$ cat src/hw/rtl/md5_pkg.sv
// shared constants, types and helper functions for the md5 digest engine
package md5_pkg;

    localparam int unsigned CountWidth = 61;
    localparam int unsigned LenWidth   = 64;

    localparam logic [31:0] MD5_INIT [4] = '{
        32'h67452301, 32'hefcdab89, 32'h98badcfe, 32'h10325476
    };

    localparam logic [31:0] MD5_K [64] = '{
        32'hd76aa478, 32'he8c7b756, 32'h242070db, 32'hc1bdceee,
        32'hf57c0faf, 32'h4787c62a, 32'ha8304613, 32'hfd469501,
        32'h698098d8, 32'h8b44f7af, 32'hffff5bb1, 32'h895cd7be,
        32'h6b901122, 32'hfd987193, 32'ha679438e, 32'h49b40821,
        32'hf61e2562, 32'hc040b340, 32'h265e5a51, 32'he9b6c7aa,
        32'hd62f105d, 32'h02441453, 32'hd8a1e681, 32'he7d3fbc8,
        32'h21e1cde6, 32'hc33707d6, 32'hf4d50d87, 32'h455a14ed,
        32'ha9e3e905, 32'hfcefa3f8, 32'h676f02d9, 32'h8d2a4c8a,
        32'hfffa3942, 32'h8771f681, 32'h6d9d6122, 32'hfde5380c,
        32'ha4beea44, 32'h4bdecfa9, 32'hf6bb4b60, 32'hbebfbc70,
        32'h289b7ec6, 32'heaa127fa, 32'hd4ef3085, 32'h04881d05,
        32'hd9d4d039, 32'he6db99e5, 32'h1fa27cf8, 32'hc4ac5665,
        32'hf4292244, 32'h432aff97, 32'hab9423a7, 32'hfc93a039,
        32'h655b59c3, 32'h8f0ccc92, 32'hffeff47d, 32'h85845dd1,
        32'h6fa87e4f, 32'hfe2ce6e0, 32'ha3014314, 32'h4e0811a1,
        32'hf7537e82, 32'hbd3af235, 32'h2ad7d2bb, 32'heb86d391
    };

    localparam logic [4:0] MD5_SHIFT [16] = '{
        5'd7, 5'd12, 5'd17, 5'd22, 5'd5, 5'd9, 5'd14, 5'd20,
        5'd4, 5'd11, 5'd16, 5'd23, 5'd6, 5'd10, 5'd15, 5'd21
    };

    localparam logic [7:0] PAD_FIRST_BYTE = 8'h80;
    localparam logic [7:0] PAD_ZERO_BYTE  = 8'h00;
    localparam logic [5:0] PAD_LEN_MARK   = 6'd56;
    localparam logic [5:0] BLOCK_LAST     = 6'h3f;
    localparam logic [1:0] WORD_LAST      = 2'd3;
    localparam logic [2:0] LEN_BYTE_LAST  = 3'd7;
    localparam logic [6:0] STEP_LAST      = 7'd64;

    typedef enum logic {
        CMD_ABSORB = 1'b0,
        CMD_FINISH = 1'b1
    } md5_cmd_t;

    typedef enum logic [2:0] {
        ST_IDLE,
        ST_PAD_ONE,
        ST_PAD_ZERO,
        ST_LEN,
        ST_COMP,
        ST_FOLD,
        ST_EMIT
    } md5_state_t;

    // message word used by a compression step
    function automatic logic [3:0] md5_widx(input logic [5:0] step);
        logic [3:0] s;
        s = step[3:0];
        unique case (step[5:4])
            2'd0:    md5_widx = s;
            2'd1:    md5_widx = 4'((s << 2) + s + 4'd1);
            2'd2:    md5_widx = 4'((s << 1) + s + 4'd5);
            default: md5_widx = 4'((s << 3) - s);
        endcase
    endfunction

    // round function
    function automatic logic [31:0] md5_f(input logic [1:0] round,
                                          input logic [31:0] b,
                                          input logic [31:0] c,
                                          input logic [31:0] d);
        unique case (round)
            2'd0:    md5_f = (b & c) | (d & ~b);
            2'd1:    md5_f = (b & d) | (c & ~d);
            2'd2:    md5_f = b ^ c ^ d;
            default: md5_f = c ^ (b | ~d);
        endcase
    endfunction

endpackage

$ cat src/hw/rtl/md5_ram.sv
// generic single-write, single-read synchronous ram with registered read
module md5_ram #(
    parameter int unsigned WIDTH = 32,
    parameter int unsigned DEPTH = 16
) (
    input  logic                     aclk,
    input  logic                     we,
    input  logic [$clog2(DEPTH)-1:0] waddr,
    input  logic [WIDTH-1:0]         wdata,
    input  logic [$clog2(DEPTH)-1:0] raddr,
    output logic [WIDTH-1:0]         rdata
);

    logic [WIDTH-1:0] mem [DEPTH];

    always_ff @(posedge aclk) begin
        if (we) begin
            mem[waddr] <= wdata;
        end
        rdata <= mem[raddr];
    end

endmodule

$ cat src/hw/rtl/md5_message_digest.sv
// md5 digest engine top level: byte intake, padding sequencer and compression rounds
//
// input channel s_*: one item per handshake. s_tuser is the command (0 absorb,
// 1 finish), s_tdata carries the message byte and is ignored on finish.
// the byte of an absorb item is gathered into a 32-bit word, and every
// fourth byte is written to the 16-word block ram. after every 64th byte
// the 64 compression steps run, one step a cycle, each fed by a registered
// read of the block ram, plus a fold step; s_tready is low throughout, so
// no new byte is taken until the compression and its fold are done.
// a finish item starts the padding sequencer, which pushes 0x80, zeros and
// the 8 length bytes through the same byte path (paused by one or two
// compressions), then offers the four digest words on m_* in order
// A, B, C, D; m_tuser holds the word index and m_tlast marks word D.
// if the receiver stalls, the current word simply holds; no new item is
// taken until all four words are delivered. after word D the chaining
// words and byte count return to their initial values.
// reset (aresetn low, synchronous) restores the initial chaining words and
// clears the byte count; the block ram needs no clearing since every word
// is rewritten before a compression reads it.
module md5_message_digest
    import md5_pkg::*;
(
    input  logic        aclk,
    input  logic        aresetn,
    // input item
    input  logic        s_tvalid,
    output logic        s_tready,
    input  logic [7:0]  s_tdata,   // [7:0] data_byte
    input  logic        s_tuser,   // [0] command
    // result item
    output logic        m_tvalid,
    input  logic        m_tready,
    output logic [31:0] m_tdata,   // [31:0] digest_word
    output logic [1:0]  m_tuser,   // [1:0] word_index
    output logic        m_tlast    // last_word
);

    // control and working registers
    md5_state_t            state_reg, state_next;
    md5_state_t            ret_reg, ret_next;      // where to go after a compression
    logic [6:0]            step_reg, step_next;    // 0 primes the first read
    logic [CountWidth-1:0] count_reg, count_next;  // message byte count
    logic [31:0]           h_reg [4];
    logic [31:0]           h_next [4];
    logic [31:0]           a_reg, a_next, b_reg, b_next;
    logic [31:0]           c_reg, c_next, d_reg, d_next;
    logic [31:0]           gather_reg, gather_next; // partial little-endian word
    logic [LenWidth-1:0]   len_reg, len_next;      // bit length, shifted out bytewise
    logic [2:0]            len_cnt_reg, len_cnt_next;
    logic [1:0]            out_idx_reg, out_idx_next;

    // byte path
    logic                  absorb_en;
    logic [7:0]            absorb_byte;
    md5_state_t            nominal;   // state after this byte if no block completes

    // block ram
    logic                  ram_we;
    logic [3:0]            ram_waddr;
    logic [31:0]           ram_wdata;
    logic [3:0]            ram_raddr;
    logic [31:0]           ram_rdata;

    // compression step datapath
    logic [5:0]            cur_step;
    logic [31:0]           step_f;
    logic [31:0]           step_t;
    logic [4:0]            step_sh;
    logic [63:0]           step_dbl;
    logic [31:0]           step_rot;

    md5_ram #(
        .WIDTH(32),
        .DEPTH(16)
    ) u_block_ram (
        .aclk  (aclk),
        .we    (ram_we),
        .waddr (ram_waddr),
        .wdata (ram_wdata),
        .raddr (ram_raddr),
        .rdata (ram_rdata)
    );

    // step s is computed while the read for step s+1 is issued
    assign cur_step  = 6'(step_reg - 7'd1);
    assign ram_raddr = md5_widx(step_reg[5:0]);
    assign step_f    = md5_f(cur_step[5:4], b_reg, c_reg, d_reg);
    assign step_t    = a_reg + step_f + ram_rdata + MD5_K[cur_step];
    assign step_sh   = MD5_SHIFT[{cur_step[5:4], cur_step[1:0]}];
    // rotate left through a doubled word; the shift is never zero here
    assign step_dbl  = {step_t, step_t} >> (6'd32 - {1'b0, step_sh});
    assign step_rot  = step_dbl[31:0];

    // a full word goes to the ram when its fourth byte arrives
    assign ram_wdata = {absorb_byte, gather_reg[31:8]};
    assign ram_waddr = count_reg[5:2];
    assign ram_we    = absorb_en && (count_reg[1:0] == 2'd3);

    // digest word out
    assign m_tdata = h_reg[out_idx_reg];
    assign m_tuser = out_idx_reg;
    assign m_tlast = (out_idx_reg == WORD_LAST);

    always_ff @(posedge aclk) begin
        if (!aresetn) begin
            state_reg   <= ST_IDLE;
            ret_reg     <= ST_IDLE;
            step_reg    <= '0;
            count_reg   <= '0;
            len_cnt_reg <= '0;
            out_idx_reg <= '0;
            for (int i = 0; i < 4; i++) begin
                h_reg[i] <= MD5_INIT[i];
            end
        end else begin
            state_reg   <= state_next;
            ret_reg     <= ret_next;
            step_reg    <= step_next;
            count_reg   <= count_next;
            len_cnt_reg <= len_cnt_next;
            out_idx_reg <= out_idx_next;
            for (int i = 0; i < 4; i++) begin
                h_reg[i] <= h_next[i];
            end
        end
    end

    always_ff @(posedge aclk) begin
        a_reg      <= a_next;
        b_reg      <= b_next;
        c_reg      <= c_next;
        d_reg      <= d_next;
        gather_reg <= gather_next;
        len_reg    <= len_next;
    end

    always_comb begin
        state_next   = state_reg;
        ret_next     = ret_reg;
        step_next    = step_reg;
        count_next   = count_reg;
        len_cnt_next = len_cnt_reg;
        out_idx_next = out_idx_reg;
        h_next       = h_reg;
        a_next       = a_reg;
        b_next       = b_reg;
        c_next       = c_reg;
        d_next       = d_reg;
        gather_next  = gather_reg;
        len_next     = len_reg;
        absorb_en    = 1'b0;
        absorb_byte  = PAD_ZERO_BYTE;
        nominal      = state_reg;
        s_tready     = 1'b0;
        m_tvalid     = 1'b0;

        unique case (state_reg)
            ST_IDLE: begin
                s_tready = 1'b1;
                if (s_tvalid) begin
                    if (md5_cmd_t'(s_tuser) == CMD_FINISH) begin
                        // bit length is the byte count times eight, modulo 2^64
                        len_next     = {count_reg, 3'b000};
                        len_cnt_next = '0;
                        state_next   = ST_PAD_ONE;
                    end else begin
                        absorb_en   = 1'b1;
                        absorb_byte = s_tdata;
                        nominal     = ST_IDLE;
                    end
                end
            end
            ST_PAD_ONE: begin
                absorb_en   = 1'b1;
                absorb_byte = PAD_FIRST_BYTE;
                nominal     = ST_PAD_ZERO;
            end
            ST_PAD_ZERO: begin
                if (count_reg[5:0] == PAD_LEN_MARK) begin
                    state_next = ST_LEN;
                end else begin
                    absorb_en   = 1'b1;
                    absorb_byte = PAD_ZERO_BYTE;
                    nominal     = ST_PAD_ZERO;
                end
            end
            ST_LEN: begin
                absorb_en    = 1'b1;
                absorb_byte  = len_reg[7:0];
                len_next     = len_reg >> 8;
                len_cnt_next = len_cnt_reg + 3'd1;
                nominal      = (len_cnt_reg == LEN_BYTE_LAST) ? ST_EMIT : ST_LEN;
            end
            ST_COMP: begin
                step_next = step_reg + 7'd1;
                if (step_reg != '0) begin
                    a_next = d_reg;
                    d_next = c_reg;
                    c_next = b_reg;
                    b_next = b_reg + step_rot;
                end
                if (step_reg == STEP_LAST) begin
                    state_next = ST_FOLD;
                end
            end
            ST_FOLD: begin
                h_next[0]  = h_reg[0] + a_reg;
                h_next[1]  = h_reg[1] + b_reg;
                h_next[2]  = h_reg[2] + c_reg;
                h_next[3]  = h_reg[3] + d_reg;
                state_next = ret_reg;
            end
            ST_EMIT: begin
                m_tvalid = 1'b1;
                if (m_tready) begin
                    out_idx_next = out_idx_reg + 2'd1;
                    if (out_idx_reg == WORD_LAST) begin
                        // back to the initial state for the next message
                        for (int i = 0; i < 4; i++) begin
                            h_next[i] = MD5_INIT[i];
                        end
                        count_next = '0;
                        state_next = ST_IDLE;
                    end
                end
            end
            default: begin
                state_next = ST_IDLE;
            end
        endcase

        // shared byte path: gather, count, and start a compression on a full block
        if (absorb_en) begin
            gather_next = {absorb_byte, gather_reg[31:8]};
            count_next  = count_reg + CountWidth'(1);
            if (count_reg[5:0] == BLOCK_LAST) begin
                state_next = ST_COMP;
                ret_next   = nominal;
                step_next  = '0;
                a_next     = h_reg[0];
                b_next     = h_reg[1];
                c_next     = h_reg[2];
                d_next     = h_reg[3];
            end else begin
                state_next = nominal;
            end
        end
    end

    // input and output never open at the same time
    assert property (@(posedge aclk) disable iff (!aresetn)
        !(s_tready && m_tvalid))
        else $error("input and result channels both active");

    // the block ram is only read, never written, while compressing
    assert property (@(posedge aclk) disable iff (!aresetn)
        (state_reg == ST_COMP || state_reg == ST_FOLD) |-> !ram_we)
        else $error("block ram written during compression");

    // a compression starts only on a block boundary
    assert property (@(posedge aclk) disable iff (!aresetn)
        (state_reg != ST_COMP && state_next == ST_COMP) |=> (count_reg[5:0] == '0))
        else $error("compression started mid-block");

    // after the last digest word the byte count is back to zero
    assert property (@(posedge aclk) disable iff (!aresetn)
        (m_tvalid && m_tready && m_tlast) |=> (count_reg == '0 && s_tready))
        else $error("message state not restored after digest");

endmodule
$ cat config.mk
export PLATFORM = sky130hd
export DESIGN_NAME = md5_message_digest
export DESIGN_NICKNAME = d
export VERILOG_FILES = /design/src/hw/rtl/md5_pkg.sv /design/src/hw/rtl/md5_ram.sv /design/src/hw/rtl/md5_message_digest.sv
export SDC_FILE = /design/constraint.sdc
export NUM_CORES = 2
export LEC_CHECK = 0
export ABC_AREA = 1
export ABC_CLOCK_PERIOD_IN_PS = 12400
export BUFFER_PORTS_ARGS = -buffer_cell sky130_fd_sc_hd__buf_2
export CORE_ASPECT_RATIO = 0.7
export CORE_MARGIN = 8
export CORE_UTILIZATION = 40
export CTS_BUF_LIST = sky130_fd_sc_hd__clkbuf_8
export DETAILED_ROUTE_END_ITERATION = 6
export GPL_TIMING_DRIVEN = 0
export PLACE_DENSITY = 0.58
export SLEW_MARGIN = 10
export SYNTH_ARGS = -nofsm -noshare
export SYNTH_HDL_FRONTEND = slang
export SYNTH_SLANG_ARGS = --single-unit
$ cat constraint.sdc
create_clock -name aclk -period 12.4 [get_ports aclk]
set_input_delay 2.48 -clock aclk [delete_from_list [all_inputs] [get_ports aclk]]
set_output_delay 2.48 -clock aclk [all_outputs]
set_load 0.05 [all_outputs]
==> qor.csv <==
stage;metric;value;unit
hold_path;start point of the worst min-delay path;count_reg[27];
floorplan;initial cell density of the core;40.3;%
worst_setup_path;worst flop-to-flop path endpoint;b_reg[30];
cells_and_area;count of nets after finishing;7295;
timing;share of the clock period used by the worst path;95.9;%
routing;iteration-0 DRC count of the detailed router;7722;
place;Post-DP HPWL;201000;um
grt;number of antenna violations at the first check in global routing;12;
timing;clock period minus worst slack;11890;ps
routing;DRC errors left;2;
cells_and_area;top library cells by usage in the layout, fill and taps aside;sky130_fd_sc_hd__nand2_1 (1412), sky130_fd_sc_hd__inv_1 (694), sky130_fd_sc_hd__o21ai_0 (613);
yosys;area fraction in and, or, nand and nor cells after synthesis;17.4;%
clock_network;maximum clock insertion buffer count;3;
hold_path;cell count of the worst hold path;2;
clock_network;# H-tree levels;4;
clock_network;TritonCTS Buffers;157;
cells_and_area;Design Area, Final;63300;um2
routing;final routed wirelength across all metal layers;259000;um
status;status;finished with violations;
worst_setup_path;cell with the most instances on the worst path;sky130_fd_sc_hd__nand2_1;
place;Area after DPL;60000;um2
place;number of input and output port buffers inserted;48;
yosys;netlist area before placement;56800;um2
clock_network;root buf cell;sky130_fd_sc_hd__clkbuf_8;
worst_setup_path;r2r startpoint;step_reg[2];
floorplan;core area;141000;um2
worst_setup_path;Max Fanout on Critical Path;10;
worst_setup_path;kind of launch point of the worst setup path;register;
yosys;post-synthesis mux area share;4.79;%
grt;first-pass GRT wire length;360000;um
yosys;Main synth FF type;sky130_fd_sc_hd__edfxtp_1;
timing;number of hold violations in the final report;0;
cells_and_area;area taken by flip-flops and latches;25400;um2
timing;final setup vio count;0;
clock_network;TritonCTS clock tree;done;
worst_setup_path;Crit. End Element;register;
yosys;Syn. warnings;0;
yosys;fraction of registers with async set or reset after synthesis;0;%
place;Final Wtd Congestion;1.06;
worst_setup_path;origin of the worst setup path;step_reg[2];
hold_path;terminating pin of the worst hold path;count_reg[27];
routing;ANT nets after route;0;
run;Max Cap Violations;1;
timing;post-route worst hold slack;463;ps
routing;DRT Pass-1 Iters;7;
floorplan;die outline width;466;um
grt;GRT Resource Usage Total;32.3;%
timing;maximum achievable frequency;84.1;MHz
worst_setup_path;delay of the slowest cell on the worst path;530;ps
grt;GR Overflow Total;0;
floorplan;die area;154000;um2
timing;Setup TNS;0;ps
yosys;xor and xnor area share after synthesis;2.01;%
floorplan;Die Span Y;331;um
timing;Slew Limit Headroom;0.419;%
clock_network;clock sink count;967;
yosys;fraction of the mapped netlist area in compound gates;17.2;%
yosys;total nets after synthesis;7050;
routing;via density per instance;5.96;
clock_network;worst skew pair latency;950;ps
routing;via count;53600;
hold_path;path class of the lowest-slack min-delay path;reg -> reg;
worst_setup_path;depth of the worst register-to-register path;56;
timing;actual transition at the worst max-transition pin;1480;ps
worst_setup_path;worst endpoint required time;13250;ps
yosys;number of register bits inferred by synthesis;967;
status;failing checks;design-rule violations, max-capacitance violations;
yosys;cell count after synthesis;6749;
floorplan;Placement Rows;115;
routing;detail-routed net length per standard cell;28.7;um
cells_and_area;share of post-route cells with drive strength above 1;8.47;%
yosys;number of enable-type register cells in the synthesized netlist;600;
timing;number of slew-limit violations in the final report;0;
worst_setup_path;class of the most critical setup path;reg -> reg;
cells_and_area;most common library cell in the layout ignoring fill and taps;sky130_fd_sc_hd__nand2_1;
yosys;Post-Synth Adder-Cell Area;7.27;%
yosys;fraction of the yosys area taken by sequential cells;44.7;%
grt;largest net degree at the start of global routing;66;
grt;via count of the first global-routing pass;48100;
yosys;distinct cell type count after synthesis;70;
clock_network;Clock transition at path regs;60;ps
yosys;Mapped Avg Cell Area;8.41;um2
cells_and_area;multi-input logic area;27800;um2
floorplan;I/O Pins;50;
yosys;largest family of logic cells by synthesized area;simple AND/OR/NAND/NOR gates;
clock_network;CTS Hold Bufs;0;
worst_setup_path;Slowest-stage cell, CP;sky130_fd_sc_hd__dfxtp_2;
cells_and_area;flip-flop count of the largest register, all copies and words added;512;
worst_setup_path;r2r setup slk;510;ps
cells_and_area;Filler cells;14000;
timing;worst-case clock skew;62.1;ps
cells_and_area;Area Overhead vs Synth;11.4;%
worst_setup_path;Worst EP arrival;12740;ps
-- metal layers --
layer | GRT usage (%) | share of wire [%] | vias to the layer above
met5 | 0 | 0 | -
met4 | 6.16 | 1.8 | 0
met3 | 11.7 | 14 | 300
li1 | - | - | 23900
met2 | 42.2 | 37 | 3139
met1 | 50.2 | 47 | 26300
-- timing repair --
item | CTS | global route
resized for setup | 11 | 53
pin swaps | 0 | 1
endpoints found under the hold margin | 0 | 0
setup buffers | 0 | 10
endpoints found under the setup margin | 16 | 17
-- critical path: cells and delay by family, from the launching register on --
| family | cells | cell delay [ps] |
|---|---|---|
| and+or+nand+nor | 20 | 2610 |
| DFF | 1 | 530 |
| AOI/OAI and AO/OA | 18 | 4350 |
| adders and majority gates | 5 | 1760 |
| buffers and inverters | 13 | 2520 |
-- cells in the mapped netlist (17+ instances only) --
| library cell | number | share of area, % |
|---|---|---|
| sky130_fd_sc_hd__edfxtp_1 | 600 | 32 |
| sky130_fd_sc_hd__xnor2_1 | 32 | 0.49 |
| sky130_fd_sc_hd__nor4_1 | 22 | 0.24 |
| sky130_fd_sc_hd__nand3_1 | 273 | 2.4 |
| sky130_fd_sc_hd__a22oi_1 | 24 | 0.32 |
| sky130_fd_sc_hd__dfxtp_1 | 367 | 13 |
| sky130_fd_sc_hd__ha_1 | 218 | 4.8 |
| sky130_fd_sc_hd__a31oi_1 | 144 | 1.6 |
| sky130_fd_sc_hd__o22ai_1 | 76 | 0.84 |
| sky130_fd_sc_hd__o211ai_1 | 72 | 0.95 |
| sky130_fd_sc_hd__or2_2 | 32 | 0.35 |
| sky130_fd_sc_hd__mux2i_1 | 148 | 2.6 |
| sky130_fd_sc_hd__buf_2 | 31 | 0.27 |
| sky130_fd_sc_hd__nor2_1 | 497 | 3.3 |
| sky130_fd_sc_hd__a32oi_1 | 17 | 0.26 |
| sky130_fd_sc_hd__nor3_1 | 54 | 0.48 |
| sky130_fd_sc_hd__inv_1 | 646 | 4.3 |
| sky130_fd_sc_hd__a311oi_1 | 17 | 0.26 |
| sky130_fd_sc_hd__nand4_1 | 36 | 0.40 |
| sky130_fd_sc_hd__fa_1 | 70 | 2.5 |
| sky130_fd_sc_hd__o21ai_0 | 627 | 5.5 |
| sky130_fd_sc_hd__o31ai_1 | 23 | 0.30 |
| sky130_fd_sc_hd__buf_1 | 24 | 0.16 |
| sky130_fd_sc_hd__a21oi_1 | 600 | 5.3 |
| sky130_fd_sc_hd__xor2_1 | 93 | 1.4 |
| sky130_fd_sc_hd__clkbuf_1 | 264 | 1.7 |
| sky130_fd_sc_hd__mux2_2 | 110 | 2.2 |
| sky130_fd_sc_hd__nand2_1 | 1412 | 9.3 |
-- per-stage QoR --
step | util, % | instances | setup WS (ps)
final | 45.0 | 9004 | 513
after detailed placement | 42.6 | 8697 | -719
after CTS | 44.8 | 8983 | 64.1
after global placement | 42.2 | 8669 | -868
after floorplan | - | 6749 | 3370
after global routing | 44.9 | 8997 | -8.86
-- cells by family (layout without fill, tap and decap cells) --
logic type                 Yosys count  in the layout
and+or+nand+nor                   2385           2385
AOI/OAI and AO/OA                 1731           1731
buffers and inverters              992           1364
DFF                                967            967
adders and majority gates          288            288
muxes                              258            258
xor gates and xnor gates           128            128
other                                0             11
-- cell type report --
| type | count | area share, % |
|---|---|---|
| antenna | 11 | 0.0435 |
| buffer | 323 | 2.08 |
| clock buffer | 176 | 3.83 |
| clock inverter | 110 | 1.04 |
| inverter | 669 | 3.99 |
| multi-input combinational | 4790 | 43.9 |
| sequential | 967 | 40.1 |
| tap | 1872 | 3.70 |
| timing repair buffer | 86 | 1.30 |
-- how the worst max path moves through the flow --
stage / endpoint / cells after the start
after floorplan: b_reg[28] / 56
after global placement: b_reg[29] / 54
after detailed placement: b_reg[28] / 55
after CTS: b_reg[28] / 51
after global routing: b_reg[28] / 56
final: b_reg[30] / 56
Power is not shown: default switching activity piles up to over one toggle a cycle in this logic, so the estimate is an artifact.
